$ cat config.mk
export PLATFORM = sky130hd
export DESIGN_NAME = hhc_div
export DESIGN_NICKNAME = d
export VERILOG_FILES = /design/src/design/heading_hold_correction_top_defines.svh /design/src/design/hhc_pkg.sv /design/src/design/hhc_div.sv
export SDC_FILE = /design/constraint.sdc
export NUM_CORES = 1
export LEC_CHECK = 0
export ABC_AREA = 1
export BUFFER_PORTS_ARGS = -buffer_cell sky130_fd_sc_hd__buf_2
export CORE_MARGIN = 8
export CORE_UTILIZATION = 40
export CTS_CLUSTER_SIZE = 28
export DETAILED_ROUTE_END_ITERATION = 10
export PLACE_DENSITY = 0.72
export SYNTH_ARGS = -nofsm -noshare
export SYNTH_HDL_FRONTEND = slang
export SYNTH_SLANG_ARGS = --single-unit
$ cat constraint.sdc
create_clock -name clk -period 3.8 [get_ports clk]
set_clock_uncertainty 0.2 [all_clocks]
set_input_delay 0.57 -clock clk [delete_from_list [all_inputs] [get_ports clk]]
set_output_delay 0.57 -clock clk [all_outputs]
set_load 0.02 [all_outputs]
$ cat src/design/heading_hold_correction_top_defines.svh
// Assertion macros shared by the heading hold correction RTL.
// Each macro expects clk and rst_n to be visible where it is used.
`ifndef HEADING_HOLD_CORRECTION_TOP_DEFINES_SVH
`define HEADING_HOLD_CORRECTION_TOP_DEFINES_SVH

// Same-cycle implication, checked only out of reset.
`define HHC_ASSERT_NOW(lbl, ante, cons, msg) \
  lbl: assert property (@(posedge clk) disable iff (!rst_n) (ante) |-> (cons)) else $error(msg);

// Next-cycle implication, checked only out of reset.
`define HHC_ASSERT_NEXT(lbl, ante, cons, msg) \
  lbl: assert property (@(posedge clk) disable iff (!rst_n) (ante) |=> (cons)) else $error(msg);

`endif

$ cat src/design/hhc_pkg.sv
// Package for the heading hold correction block: constants, register map,
// sequencer state encoding and divider sizing. No dependencies.
`default_nettype none

package hhc_pkg;

  // Angles are Q.12 radians.
  localparam int TWO_PI_Q  = 25736;
  localparam int PI_Q      = 12868;
  localparam int HALF_Q24  = 8388608;
  localparam int RATE_DIV  = 50;
  localparam int OVS_DIV   = 5;
  localparam logic [2:0] LOCKOUT_TICKS = 3'd5;

  // Reciprocals for the constant divisions. x*RATE_RECIP >> RATE_SHIFT equals x/50 for
  // x below 199728, and x*OVS_RECIP >> OVS_SHIFT equals x/5 for any 18-bit x.
  localparam int RATE_RECIP = 167773;
  localparam int RATE_SHIFT = 23;
  localparam int OVS_RECIP  = 209716;
  localparam int OVS_SHIFT  = 20;

  // Register reset values.
  localparam logic [15:0] DRIFT_GAIN_RST     = 16'd4096;
  localparam logic [12:0] MIN_POWER_RST      = 13'd1229;
  localparam logic [12:0] TURN_DEADBAND_RST  = 13'd328;
  localparam logic [12:0] DRIFT_DEADBAND_RST = 13'd18;

  localparam int PADDR_W = 4;

  // Shared divider sizing: a 48-bit dividend covers the growth-term product,
  // and 28 bits covers 100 times the largest denominator.
  localparam int DIV_NUM_W = 48;
  localparam int DIV_DEN_W = 28;

  typedef enum logic [1:0] {
    REG_DRIFT_GAIN     = 2'd0,
    REG_MIN_POWER      = 2'd1,
    REG_TURN_DEADBAND  = 2'd2,
    REG_DRIFT_DEADBAND = 2'd3
  } reg_idx_t;

  typedef enum logic [15:0] {
    S_IDLE   = 16'h0001,
    S_RDIV   = 16'h0002,
    S_DRIFT  = 16'h0004,
    S_GMUL   = 16'h0008,
    S_GCLAMP = 16'h0010,
    S_MMUL   = 16'h0020,
    S_MAG    = 16'h0040,
    S_SEL    = 16'h0080,
    S_ODIV   = 16'h0100,
    S_DEN    = 16'h0200,
    S_NUM    = 16'h0400,
    S_PMUL   = 16'h0800,
    S_PSTART = 16'h1000,
    S_PDIV   = 16'h2000,
    S_DONE   = 16'h4000,
    S_SPARE  = 16'h8000
  } state_t;

endpackage

`default_nettype wire

$ cat src/design/hhc_div.sv
// Shared restoring divider, one quotient bit per cycle, unsigned operands.
// Depends on hhc_pkg for its default operand widths.
`default_nettype none

module hhc_div
  import hhc_pkg::*;
#(
  parameter int NUM_W = DIV_NUM_W,
  parameter int DEN_W = DIV_DEN_W
) (
  input  wire logic             clk,
  input  wire logic             rst_n,
  input  wire logic             start,
  input  wire logic [NUM_W-1:0] dividend,
  input  wire logic [DEN_W-1:0] divisor,
  output logic                  done,
  output logic      [NUM_W-1:0] quotient
);

  localparam int CNT_W = $clog2(NUM_W + 1);

  logic             busy_r, busy_nxt;
  logic             done_r, done_nxt;
  logic [CNT_W-1:0] cnt_r, cnt_nxt;
  logic [DEN_W-1:0] rem_r, rem_nxt;
  logic [NUM_W-1:0] dq_r, dq_nxt;
  logic [DEN_W-1:0] dvs_r, dvs_nxt;

  logic [DEN_W:0]   trial;
  logic [DEN_W:0]   diff;
  logic             ge;

  // The dividend shifts out at the top while quotient bits shift in below.
  assign trial = {rem_r, dq_r[NUM_W-1]};
  assign diff  = trial - {1'b0, dvs_r};
  assign ge    = (trial >= {1'b0, dvs_r});

  always_comb begin
    busy_nxt = busy_r;
    done_nxt = 1'b0;
    cnt_nxt  = cnt_r;
    rem_nxt  = rem_r;
    dq_nxt   = dq_r;
    dvs_nxt  = dvs_r;
    if (start) begin
      busy_nxt = 1'b1;
      cnt_nxt  = CNT_W'(NUM_W);
      rem_nxt  = '0;
      dq_nxt   = dividend;
      dvs_nxt  = divisor;
    end else if (busy_r) begin
      rem_nxt = ge ? diff[DEN_W-1:0] : trial[DEN_W-1:0];
      dq_nxt  = {dq_r[NUM_W-2:0], ge};
      cnt_nxt = cnt_r - CNT_W'(1);
      if (cnt_r == CNT_W'(1)) begin
        busy_nxt = 1'b0;
        done_nxt = 1'b1;
      end
    end
  end

  always_ff @(posedge clk) begin
    if (!rst_n) begin
      busy_r <= 1'b0;
      done_r <= 1'b0;
      cnt_r  <= '0;
    end else begin
      busy_r <= busy_nxt;
      done_r <= done_nxt;
      cnt_r  <= cnt_nxt;
    end
  end

  always_ff @(posedge clk) begin
    rem_r <= rem_nxt;
    dq_r  <= dq_nxt;
    dvs_r <= dvs_nxt;
  end

  assign done     = done_r;
  assign quotient = dq_r;

endmodule

`default_nettype wire

# [Word-level counts from Yosys, hierarchy flattened]
# Index checks and enable logic that the tools add are counted.
[classes] n_addsub=2 magnitude_cmp=1 n_eq_ne=1 muxes=9 n_bitwise=2 n_reduce_logical=3
[ops] op="48-bit two-way mux" count=2
[ops] op="29-bit by 28-bit greater-or-equal comparator with 1-bit output" count=1
[ops] op="28-bit two-way mux" count=1
[ops] op="28-bit subtractor" count=1
[ops] op="6-bit two-way mux" count=2
[ops] op="6-bit by 1-bit equality test with 1-bit output, second input constant" count=1
[ops] op="6-bit by 1-bit subtractor with 6-bit output, second input constant" count=1
[ops] op="1-bit two-way mux" count=4
[ops] op="3-bit OR reduction" count=1
[ops] op="1-bit NOT" count=2
[ops] op="2-bit nonzero test" count=1
[ops] op="2-bit OR reduction" count=1
[word_totals] register_bits=112 out_inout_bits=49 wordCells=25

# [Depth between registers and ports, before layout]
# Gate-level depths: netlist (run 1).
[depth] word_depth=4 depth_mapped=17 mapped_depth_nobuf=16

# [Worst setup path after synthesis (run 1)]
# No wires, ideal clock.
[synth_timing] kind="in2reg" from="input start" to="register dq_r[0], in the netlist quotient[0], enable pin" setup_time_ns=0.432 t_arrival_ns=2.518 t_required_ns=3.168 setup_slack_ns=0.650 cell_stages=4 path_cell_list="clkbuf_1 > nor2_1 > inv_1 > clkbuf_1"
[synth_between] elab_chain_cells=1
[synth_lines] item="start, declared" line_no="hhc_div.sv:13" text="input wire logic start,"
[synth_lines] item="2-bit nonzero test (no source line)"
[synth_lines] item="end signal, assigned" line_no="hhc_div.sv:76" text="dq_r <= dq_nxt;"
[synth_lines] item="end, declared" line_no="hhc_div.sv:26" text="logic [NUM_W-1:0] dq_r, dq_nxt;"
# No other way between the ends.
# A chain may end at the register's enable or synchronous reset.

# [Worst setup path after layout (run 1)]
[layout_timing] from="register rem_r[20]" to="register rem_r[21]"
[layout_between] elab_chain_cells=2 word_cells_on_any_way=3 cone_classes="1 x add/sub; 1 x order compare; 1 x mux"
[layout_lines] item="start, declared" line_no="hhc_div.sv:25" text="logic [DEN_W-1:0] rem_r, rem_nxt;"
[layout_lines] item="start signal, assigned" line_no="hhc_div.sv:75" text="rem_r <= rem_nxt;"
[layout_lines] item="28-bit subtractor / 29-bit by 28-bit greater-or-equal comparator with 1-bit output (equally long branches)" line_no="hhc_div.sv:35, hhc_div.sv:36"
[layout_lines] item="28-bit two-way mux *" line_no="hhc_div.sv:52" text="rem_nxt = ge ? diff[DEN_W-1:0] : trial[DEN_W-1:0];"
# Every way passes the cells marked *; elsewhere a longest branch is shown, timed or not.

==> results.tsv, run 1 <==
stage	metric	value	unit
status	result_of_the_run	finished, final reports clean	
layout	fraction_of_layout_cells_with_a_size_suffix_above_1	17.5	%
synth	synth_largest_type_area_fraction	33.9	%
power	switching_power	0.844	mW
timing	worst_slew_margin_rel	47.7	%
floorplan	die_x	146	um
synth	syn_area	6740	um2
synth	synth.area.mux_share	0	%
route	dr.pass1.iters	5	
critical_path	timing.critical_path.required	3.86	ns
critical_path	max_stage_delay	0.50	ns
route	route.antenna.remaining_nets	0	
route	drt-wirelength-per-cell	13.8	um
global_routing	grt_first_pass_wirelength	28800	um
global_routing	grt_max_degree	63	
power	seq_power_share	50.3	%
power	sw_frac_of_total	29.4	%
clocking	holdBufCountCts	0	
critical_path	worst-path-buf-inv	0	
power	leakage	4.07	nW
timing	layout_min_cycle_time	2.83	ns
synth	post_synthesis_net_count	1029	
synth	synth_edf_count	76	
synth	synth.top_cells.by_count	sky130_fd_sc_hd__nand2_1 (379), sky130_fd_sc_hd__inv_1 (135), sky130_fd_sc_hd__edfxtp_1 (76)	
floorplan	die_height	146	um
critical_path	worstPathMaxFanout	44	
critical_path	timing_worst_setup_path_type	reg2reg	
timing	rsz0062_at_grt	no	
global_routing	number_of_global_route_vias_before_repair	5858	
clocking	post_cts_resized	0	
place	post-dp-hpwl	13400	um
synth	syn-instance-count	919	
layout	n_antenna_cell	0	
critical_path	critical_path.endpoint_type	flop	
synth	yosys.area_share.xor_xnor	1.95	%
route	drc	0	
timing	finalSetupViolations	0	
clocking	cts.path.max_buffers	2	
layout	final_cell_area	7900	um2
synth	ys_seq_area_share	44.6	%
timing	finalMaxSlewViolations	0	
timing	worst_max_slew_pin_slew	0.780	ns
critical_path	crit_chain	ha_1 -> nand2_2 -> nor2_1 -> nand2_1 -> nor2_1 -> nand3_1 -> nand3_4 -> nand3_1 -> nand2_1 -> nand2_1	
floorplan	design.die.area	21300	um2
synth	synth.most_common_cell	sky130_fd_sc_hd__nand2_1	
layout	finish.net_count	1153	
floorplan	initial_core_util	40.8	%
clocking	insertion_delay	0.36	ns
clocking	numCtsBuffers	9	
synth	synth_adder_area_share	5.87	%
timing	period_share	74.5	%
critical_path	worstSetupStartpointType	flop	
synth	synth_top_family_by_area	simple AND/OR/NAND/NOR gates	
synth	syn-mean-instance-area	7.33	um2
synth	yosysTopAreaCell	sky130_fd_sc_hd__edfxtp_1	
synth	synth_compound_gate_area_share	3.42	%
clocking	worst_setup_hold_path_clk_slew	0.08	ns
critical_path	family_with_the_most_delay_on_the_worst_path	simple AND/OR/NAND/NOR gates	
timing	maxClockFrequency	353	MHz
clocking	cts-root-buf	sky130_fd_sc_hd__clkbuf_16	
power	clkPwrFrac	34.3	%
floorplan	placeableCoreArea	16500	um2
power	worst_ir_drop_vdd	0.218	mV
power	power_density	364	nW/um2
route	initialDrtViolationCount	306	
global_routing	gr-total-overflow	0	
power	power_frac_comb	15.4	%
layout	flow.area_growth_from_synthesis	17.1	%
clocking	cts.repair_timing.setup_buffer_count	0	
critical_path	path_common_cell	sky130_fd_sc_hd__nand2_1	
synth	ys_ff_latch	112	
critical_path	crit_path_top_delay_cell	sky130_fd_sc_hd__ha_1	
power	intPower	2.03	mW
place	port_buffers	127	
clocking	cts_sinks	112	
clocking	cts_tree	done	
route	routed_via_density	4.74	
timing	holdWs	0.179	ns
floorplan	number_of_ports_placed_on_the_die_boundary	128	
place	place_area	7580	um2
timing	final-hold-violation-count	0	
synth	yosysWarningCount	0	
timing	tns	0	ns
place	gp_congestion	0.934	
route	vias	6010	
synth	synth_top_cells_by_area	sky130_fd_sc_hd__edfxtp_1 (34%), sky130_fd_sc_hd__nand2_1 (21%), sky130_fd_sc_hd__dfxtp_1 (11%)	
floorplan	rows	47	
synth	synthSimpleGateAreaFrac	34.8	%
global_routing	grt.total_usage	16.6	%
critical_path	critPathArrivalTime	2.89	ns
clocking	htree_levels	3	
hold_path	holdCritPathClass	in2reg	
route	wirelength	17500	um
synth	synthDistinctLibCells	35	
global_routing	grt_antenna_before_repair	0	
synth	yosys_most_used_dff	sky130_fd_sc_hd__edfxtp_1	
job	max-cap-violations	0	
synth	postSynth.asyncResetShare	0	%
-- final cells by class --
type,instances,area [um2]
sequential,112,3000
multi-input combinational,650,3100
fill,1686,8630
timing repair buffer,134,688
inverter,136,510
tap,220,275
clock buffer,9,225
clock inverter,7,92.6
-- layout by cell type (no fill, tap or decap), types with 7 or more instances in the layout --
cell,Yosys,layout
sky130_fd_sc_hd__a21oi_1,18,18
sky130_fd_sc_hd__buf_2,1,127
sky130_fd_sc_hd__buf_4,0,7
sky130_fd_sc_hd__clkbuf_16,0,9
sky130_fd_sc_hd__dfxtp_1,36,36
sky130_fd_sc_hd__edfxtp_1,76,76
sky130_fd_sc_hd__ha_1,30,30
sky130_fd_sc_hd__inv_1,135,134
sky130_fd_sc_hd__nand2_1,379,379
sky130_fd_sc_hd__nand2_2,8,8
sky130_fd_sc_hd__nand3_1,69,69
sky130_fd_sc_hd__nand4_1,9,9
sky130_fd_sc_hd__nor2_1,59,59
sky130_fd_sc_hd__nor2_2,18,18
sky130_fd_sc_hd__nor3_1,8,8
sky130_fd_sc_hd__o21ai_1,10,10
sky130_fd_sc_hd__xnor2_1,13,13
-- state kept, by name, indices dropped and copies added (netlist names) --
register  count
quotient     48
dvs_r        28
cnt_r         6
rem_r        28
done          1
busy_r        1
-- power groups by stage --
stage	Sequential [mW]	Clock, mW	Combinational [mW]
floorplan	1.54	0	0.210
global placement	1.47	0	0.440
detailed placement	1.47	0	0.445
CTS	1.45	1.02	0.447
global route	1.46	1.07	0.493
finish	1.45	0.986	0.443
-- worst paths after layout --
kind	from	end	slack (ns)	cells after the start
worst min register to register	rem_r[13]	rem_r[13]	0.28	2
worst min-delay path	divisor[14]	dvs_r[14]	0.18	1
worst max-delay path	rem_r[20]	rem_r[21]	0.97	10
worst max register to register	rem_r[20]	rem_r[21]	0.97	10
-- routing by layer --
layer,part of all wire [%],global-route usage [%],vias up
li1,-,-,3128
met1,47,21.2,2710
met2,46,27.0,156
met3,5.9,4.29,16
met4,1.3,4.63,0
met5,0,0,-
-- metrics by stage --
| stage | total power [mW] | setup WS, ns | cells | utilization (%) |
|---|---|---|---|---|
| 2_1_floorplan | 1.75 | 0.650 | 919 | - |
| 3_3_place_gp | 1.91 | 0.991 | 1252 | 45.9 |
| 3_5_place_dp | 1.92 | 0.989 | 1252 | 45.9 |
| 4_1_cts | 2.92 | 0.958 | 1268 | 47.8 |
| 5_1_grt | 3.02 | 0.792 | 1268 | 47.8 |
| 6_report | 2.88 | 0.970 | 1268 | 47.8 |
-- cells by family (layout without fill, tap and decap cells) --
group,Yosys count,count (layout)
buf+inv,157,286
fa+ha+maj,31,31
flops,112,112
xor+xnor,15,15
simple gates,562,562
compound gates,42,42
No activity file was read; power rests on OpenSTA's default activity.
==> run 2, diff against run 1 <==
--- a/config.mk
+++ b/config.mk
@@ -11,7 +11,7 @@
 export CORE_UTILIZATION = 40
 export CTS_CLUSTER_SIZE = 28
 export DETAILED_ROUTE_END_ITERATION = 10
-export PLACE_DENSITY = 0.72
+export PLACE_DENSITY = 0.74
 export SYNTH_ARGS = -nofsm -noshare
 export SYNTH_HDL_FRONTEND = slang
 export SYNTH_SLANG_ARGS = --single-unit
==> constraint.sdc (replaced) <==
create_clock -name clk -period 2.4 [get_ports clk]
set_clock_uncertainty 0.2 [all_clocks]
set_input_delay 0.36 -clock clk [delete_from_list [all_inputs] [get_ports clk]]
set_output_delay 0.36 -clock clk [all_outputs]
set_load 0.02 [all_outputs]
==> run 2 against run 1 <==
Maximum frequency rose by 22%. Design area rose by 12%. Utilization rose by 5.9 points. Non-clock buffer count rose by 52. Register-to-register slack got worse by 0.89 ns. Sequential share of layout area fell by 4.2 points. Clock-buffer cell count did not move. Sequential power rose by 58%. Critical endpoint is now rem_r[23]. Largest power group unchanged.
==> results.tsv, run 2 (synthesis results as in run 1) <==
stage	metric	value	unit	change
route	initialDrtViolationCount	535		was 306
route	wirelength	19100	um	was 17500 um
route	drt-wirelength-per-cell	14.5	um	was 13.8 um
place	post-dp-hpwl	13700	um	was 13400 um
power	overall_power	4.77	mW	was 2.88 mW
critical_path	critical_path.endpoint_type	flop		unchanged
critical_path	timing.critical_path.required	2.46	ns	was 3.86 ns
critical_path	crit_path_top_delay_cell	sky130_fd_sc_hd__dfxtp_1		was sky130_fd_sc_hd__ha_1
timing	rsz0062_at_grt	yes		was no
critical_path	worstPathMaxFanout	11		was 44
global_routing	number_of_global_route_vias_before_repair	6095		was 5858
timing	period_share	96.6	%	was 74.5%
power	sw_frac_of_total	30.2	%	was 29.4%
critical_path	critPathArrivalTime	2.38	ns	was 2.89 ns
timing	worst_slew_margin_rel	60.7	%	was 47.7%
route	route.antenna.remaining_nets	0		unchanged
critical_path	path_common_cell	sky130_fd_sc_hd__nand2_1		unchanged
floorplan	placeableCoreArea	16500	um2	unchanged
timing	worst_max_slew_pin_slew	0.589	ns	was 0.780 ns
place	place_area	7700	um2	was 7580 um2
route	vias	6464		was 6010
place	preCtsSetupSlack	0.0998	ns	was 0.989 ns
layout	flow.area_growth_from_synthesis	31.6	%	was 17.1%
floorplan	rows	47		unchanged
route	routed_via_density	4.90		was 4.74
clocking	cts_sinks	112		unchanged
floorplan	design.die.area	21300	um2	unchanged
timing	finalSetupViolations	0		unchanged
critical_path	r2r_end	rem_r[23]		was rem_r[21]
power	worst_ir_drop_vdd	0.356	mV	was 0.218 mV
layout	largest_register_ff_count	48		unchanged
critical_path	crit_chain	ha_4 -> nand2_1 -> nand2_1 -> a21oi_1 -> nand2_1 -> a21oi_2 -> nand3_4 -> clkbuf_16 -> nor2_2 -> nor2_1 -> nand2_1 -> nand2_1		was ha_1 -> nand2_2 -> nor2_1 -> nand2_1 -> nor2_1 -> nand3_1 -> nand3_4 -> nand3_1 -> nand2_1 -> nand2_1
job	max-cap-violations	0		unchanged
status	result_of_the_run	finished, final reports clean		unchanged
power	power_frac_comb	17.6	%	was 15.4%
floorplan	number_of_ports_placed_on_the_die_boundary	128		unchanged
global_routing	grt.total_usage	16.9	%	was 16.6%
critical_path	worstSetupStartpointType	flop		unchanged
layout	mostFrequentLayoutCell	sky130_fd_sc_hd__nand2_1		unchanged
power	switching_power	1.44	mW	was 0.844 mW
place	gp_congestion	0.976		was 0.934
place	port_buffers	127		unchanged
power	power_density	537	nW/um2	was 364 nW/um2
clocking	htree_levels	3		unchanged
route	drc	0		unchanged
layout	seqCellArea	3010	um2	was 3000 um2
critical_path	timing_worst_setup_path_type	reg2reg		unchanged
power	intPower	3.33	mW	was 2.03 mW
timing	finalMaxSlewViolations	0		unchanged
critical_path	crit_path_end	rem_r[23]		was rem_r[21]
timing	tns	0	ns	unchanged
clocking	cts_tree	done		unchanged
floorplan	initial_core_util	40.8	%	unchanged
layout	multi_input_comb_area	3490	um2	was 3100 um2
critical_path	worst_r2r_startpoint	rem_r[25]		was rem_r[20]
power	seq_power_share	48.0	%	was 50.3%
floorplan	die_x	146	um	unchanged
power	leakage	4.33	nW	was 4.07 nW
critical_path	reg2reg_setup_slack	0.08	ns	was 0.97 ns
power	clkPwrFrac	34.4	%	was 34.3%
hold_path	holdCritPathClass	in2reg		unchanged
critical_path	max_stage_delay	0.44	ns	was 0.50 ns
timing	layout_min_cycle_time	2.32	ns	was 2.83 ns
timing	final-hold-violation-count	0		unchanged
critical_path	worst_setup_path_startpoint	rem_r[25]		was rem_r[20]
layout	fraction_of_layout_cells_with_a_size_suffix_above_1	24.9	%	was 17.5%
floorplan	die_height	146	um	unchanged
layout	nFillCells	1531		was 1686
layout	final_cell_mix	sky130_fd_sc_hd__nand2_1 (361), sky130_fd_sc_hd__buf_2 (127), sky130_fd_sc_hd__inv_1 (125), sky130_fd_sc_hd__edfxtp_1 (76), sky130_fd_sc_hd__nand3_1 (67)		was sky130_fd_sc_hd__nand2_1 (379), sky130_fd_sc_hd__inv_1 (134), sky130_fd_sc_hd__buf_2 (127), sky130_fd_sc_hd__edfxtp_1 (76), sky130_fd_sc_hd__nand3_1 (69)
clocking	cts.path.max_buffers	2		unchanged
clocking	worst_setup_hold_path_clk_slew	0.09	ns	was 0.08 ns
layout	n_antenna_cell	0		unchanged
clocking	numCtsBuffers	9		unchanged
timing	fin_ws	0.0820	ns	was 0.970 ns
global_routing	gr-total-overflow	0		unchanged
global_routing	grt_first_pass_wirelength	29600	um	was 28800 um
critical_path	r2r_cells	12		was 10
global_routing	grt_antenna_before_repair	0		unchanged
route	dr.pass1.iters	5		unchanged
layout	finish.net_count	1205		was 1153
timing	maxClockFrequency	431	MHz	was 353 MHz
global_routing	grt_max_degree	53		was 63
layout	final_cell_area	8870	um2	was 7900 um2
clocking	cts-root-buf	sky130_fd_sc_hd__clkbuf_16		unchanged
clocking	insertion_delay	0.37	ns	was 0.36 ns
## run 2: cell count changes in the layout (fill, tap and decap cells not counted), moves of 4 or more
| cell | delta |
|---|---|
| sky130_fd_sc_hd__buf_4 | +17 |
| sky130_fd_sc_hd__clkbuf_16 | +4 |
| sky130_fd_sc_hd__dlygate4sd3_1 | +28 |
| sky130_fd_sc_hd__ha_1 | -24 |
| sky130_fd_sc_hd__ha_4 | +23 |
| sky130_fd_sc_hd__inv_1 | -9 |
| sky130_fd_sc_hd__inv_2 | +9 |
| sky130_fd_sc_hd__nand2_1 | -18 |
| sky130_fd_sc_hd__nand2_2 | +17 |
| sky130_fd_sc_hd__nor2_1 | -6 |
| sky130_fd_sc_hd__nor2_2 | +6 |
## run 2: critical path, delay by kind of cell (launching register included)
kind,cells,cell delay (ns)
adders and majority gates,1,0.26
DFF,1,0.44
AOI/OAI and AO/OA,2,0.33
buffers and inverters,1,0.24
and+or+nand+nor,8,0.74
## run 2: layout make-up
| type | instances | share of cell area (%) |
|---|---|---|
| Multi-Input combinational cell | 650 | 39.3 |
| Sequential cell | 112 | 33.9 |
| Timing Repair Buffer | 186 | 14.2 |
| Inverter | 136 | 5.75 |
| Tap cell | 220 | 3.10 |
| Clock buffer | 9 | 2.54 |
| Clock inverter | 7 | 1.23 |
## run 2: per-stage QoR
stage,utilization (%),hold slack (ns),cells
6_report,53.7,0.0322,1320
3_5_place_dp,46.6,0.260,1264
3_3_place_gp,46.6,0.255,1264
4_1_cts,50.3,0.0181,1308
5_1_grt,53.7,0.0392,1320
2_1_floorplan,-,0.240,919
## run 2: worst min-delay path by stage
stage                       from      endpoint  slack (ns)  cells after the start
finish                     rst_n      cnt_r[5]        0.03                      3
global route        dividend[18]  quotient[18]        0.04                      3
CTS                        rst_n      cnt_r[5]        0.02                      3
detailed placement     rem_r[27]     rem_r[27]        0.26                      2
global placement       rem_r[27]     rem_r[27]        0.25                      2
floorplan              rem_r[27]     rem_r[27]        0.24                      2
## run 2: power by group through the flow
stage,Clock (mW),Sequential [mW],Combinational [mW]
after detailed placement,0,2.33,0.717
after floorplan,0,2.43,0.333
after CTS,1.69,2.29,0.753
after global placement,0,2.33,0.707
final,1.64,2.29,0.837
after global routing,1.76,2.31,0.916
## run 2: layer usage
layer	track usage [%]	routed length [um]	vias up
met1	22.0	8620	2957
met2	27.3	8840	226
li1	-	-	3240
met4	5.05	457	0
met3	4.10	1180	41
met5	0	0	-
## run 2: what timing repair did
action,CTS,global route
hold buffers,28,0
endpoints found under the hold margin,28,0
buffers inserted,0,8
gates resized for setup,0,82
endpoints found under the setup margin,0,29
==> run 3, diff against run 2 <==
--- a/config.mk
+++ b/config.mk
@@ -11,6 +11,7 @@
 export CORE_UTILIZATION = 40
 export CTS_CLUSTER_SIZE = 28
 export DETAILED_ROUTE_END_ITERATION = 10
+export MAX_ROUTING_LAYER = met4
 export PLACE_DENSITY = 0.74
 export SYNTH_ARGS = -nofsm -noshare
 export SYNTH_HDL_FRONTEND = slang
==> run 3 against run 2 <==
Hold slack improved by 0.0045 ns. Utilization fell by 0.091 points. Global-route usage rose by 1.4 points. Critical path depth rose by 1. Clock power barely moved. Critical endpoint is now rem_r[17]. Largest cell class unchanged. Non-clock buffer count rose by 7.
==> results.tsv, run 3 (synthesis results as in run 1) <==
stage	metric	value	unit	change
timing	holdWs	0.0368	ns	was 0.0322 ns
job	max-cap-violations	0		unchanged
layout	final_util	53.6	%	was 53.7%
power	worst_ir_drop_vdd	0.353	mV	was 0.356 mV
timing	worst_slew_margin_rel	59.7	%	was 60.7%
layout	fraction_of_layout_cells_with_a_size_suffix_above_1	25.1	%	was 24.9%
clocking	cts.path.max_buffers	2		unchanged
clocking	numCtsBuffers	9		unchanged
timing	worst_max_slew_pin_slew	0.604	ns	was 0.589 ns
layout	finish.net_count	1213		was 1205
global_routing	grt_antenna_before_repair	0		unchanged
critical_path	worstPathMaxFanout	5		was 11
clocking	insertion_delay	0.37	ns	about the same
layout	mostFrequentLayoutCell	sky130_fd_sc_hd__nand2_1		unchanged
layout	n_antenna_cell	0		unchanged
place	port_buffers	127		unchanged
clocking	cts_tree	done		unchanged
place	post-dp-hpwl	14100	um	was 13700 um
status	result_of_the_run	finished, final reports clean		unchanged
route	route.antenna.remaining_nets	0		unchanged
floorplan	initial_core_util	40.8	%	unchanged
clocking	cts_sinks	112		unchanged
place	preCtsSetupSlack	0.0562	ns	was 0.0998 ns
floorplan	die_x	146	um	unchanged
timing	finalMaxSlewViolations	0		unchanged
layout	seqCellArea	3000	um2	was 3010 um2
route	vias	6386		was 6464
clocking	htree_levels	3		unchanged
route	drt-wirelength-per-cell	14.5	um	about the same
layout	flow.area_growth_from_synthesis	31.4	%	was 31.6%
critical_path	critical_path.endpoint_type	flop		unchanged
route	initialDrtViolationCount	410		was 535
timing	maxClockFrequency	433	MHz	was 431 MHz
global_routing	number_of_global_route_vias_before_repair	6416		was 6095
critical_path	timing.critical_path.required	2.52	ns	was 2.46 ns
global_routing	gr-total-overflow	0		unchanged
timing	fin_ws	0.0902	ns	was 0.0820 ns
critical_path	timing_worst_setup_path_type	reg2reg		unchanged
layout	largest_register_ff_count	48		unchanged
place	post-place-cells	1274		was 1264
route	wirelength	19200	um	was 19100 um
layout	nFillCells	1569		was 1531
floorplan	design.die.area	21300	um2	unchanged
route	routed_via_density	4.81		was 4.90
timing	final-hold-violation-count	0		unchanged
global_routing	grt_max_degree	53		unchanged
global_routing	grt_first_pass_wirelength	30900	um	was 29600 um
layout	multi_input_comb_area	3490	um2	about the same
floorplan	number_of_ports_placed_on_the_die_boundary	128		unchanged
floorplan	rows	47		unchanged
floorplan	placeableCoreArea	16500	um2	unchanged
critical_path	worstSetupStartpointType	flop		unchanged
route	dr.pass1.iters	5		unchanged
route	drc	0		unchanged
timing	period_share	96.2	%	was 96.6%
layout	fin_cells	1328		was 1320
place	gp_congestion	0.942		was 0.976
global_routing	grt.total_usage	18.3	%	was 16.9%
power	power_density	538	nW/um2	was 537 nW/um2
clocking	worst_setup_hold_path_clk_slew	0.08	ns	was 0.09 ns
critical_path	critPathArrivalTime	2.43	ns	was 2.38 ns
power	leakage	4.39	nW	was 4.33 nW
floorplan	die_height	146	um	unchanged
timing	layout_min_cycle_time	2.31	ns	was 2.32 ns
hold_path	holdCritPathClass	in2reg		unchanged
layout	final_cell_mix	sky130_fd_sc_hd__nand2_1 (365), sky130_fd_sc_hd__inv_1 (128), sky130_fd_sc_hd__buf_2 (127), sky130_fd_sc_hd__edfxtp_1 (76), sky130_fd_sc_hd__nand3_1 (66)		was sky130_fd_sc_hd__nand2_1 (361), sky130_fd_sc_hd__buf_2 (127), sky130_fd_sc_hd__inv_1 (125), sky130_fd_sc_hd__edfxtp_1 (76), sky130_fd_sc_hd__nand3_1 (67)
timing	finalSetupViolations	0		unchanged
clocking	cts-root-buf	sky130_fd_sc_hd__clkbuf_16		unchanged
-- run 3: cell count changes in the layout (fill, tap and decap cells not counted), moves of 4 or more --
cell / before / now
sky130_fd_sc_hd__nand2_2: 25 / 18
sky130_fd_sc_hd__ha_2: 1 / 5
sky130_fd_sc_hd__nand2_1: 361 / 365
sky130_fd_sc_hd__ha_4: 23 / 18
sky130_fd_sc_hd__buf_4: 24 / 32
-- run 3: metrics by stage --
step	power, mW	TNS (ns)	cell area [um2]
after global placement	3.05	0	7770
after floorplan	2.76	0	6740
after detailed placement	3.06	0	7770
after global routing	4.98	-0.201	8860
after CTS	4.75	0	8370
final	4.77	0	8860
-- run 3: final timing paths --
path	startpoint	end	slack, ns	cells after the start
setup / recovery	dvs_r[22]	rem_r[17]	0.09	13
hold / removal	rst_n	cnt_r[5]	0.04	3
setup reg to reg	dvs_r[22]	rem_r[17]	0.09	13
hold reg to reg	rem_r[26]	rem_r[26]	0.28	2
-- run 3: layout make-up --
cell class              instances  area share, %
clock buffers                   9           2.54
well taps                     220           3.11
multi-input cells             651           39.4
clock inverters                 7           1.12
inverters                     136           5.76
repair buffers                193           14.2
flip-flops and latches        112           33.9
-- run 3: power breakdown --
part | total [mW] | internal, mW | switching (mW)
registers | 2.29 | 2.22 | 0.0693
clock network | 1.63 | 0.780 | 0.855
logic | 0.843 | 0.330 | 0.513
total | 4.77 | 3.33 | 1.44
-- run 3: metal layers --
layer  global-route usage (%)  vias to the layer above  wire length [um]
li1                         -                     3237                 -
met1                     22.4                     2949              8580
met2                     29.8                      176              9300
met3                     3.89                       24               999
met4                     5.36                        0               322
met5                        -                        -                 0
-- run 3: worst max-delay path, stage by stage (launching register included) --
cell and delay [ns]:
sky130_fd_sc_hd__edfxtp_1 0.33, sky130_fd_sc_hd__inv_1 0.04, sky130_fd_sc_hd__ha_2 0.37, sky130_fd_sc_hd__nand2_2 0.08
sky130_fd_sc_hd__nor2_2 0.17, sky130_fd_sc_hd__and2_4 0.20, sky130_fd_sc_hd__and2_1 0.17, sky130_fd_sc_hd__nand2_4 0.08
sky130_fd_sc_hd__nand3_4 0.15, sky130_fd_sc_hd__buf_4 0.14, sky130_fd_sc_hd__nor2_2 0.03, sky130_fd_sc_hd__nor2_1 0.14
sky130_fd_sc_hd__nand2_1 0.10, sky130_fd_sc_hd__nand2_1 0.07
-- run 3: timing repair --
action	in CTS	in global routing
buffers inserted	0	8
resized for setup	0	78
endpoints found under the hold margin	28	0
endpoints found under the setup margin	0	29
hold buffers	28	0
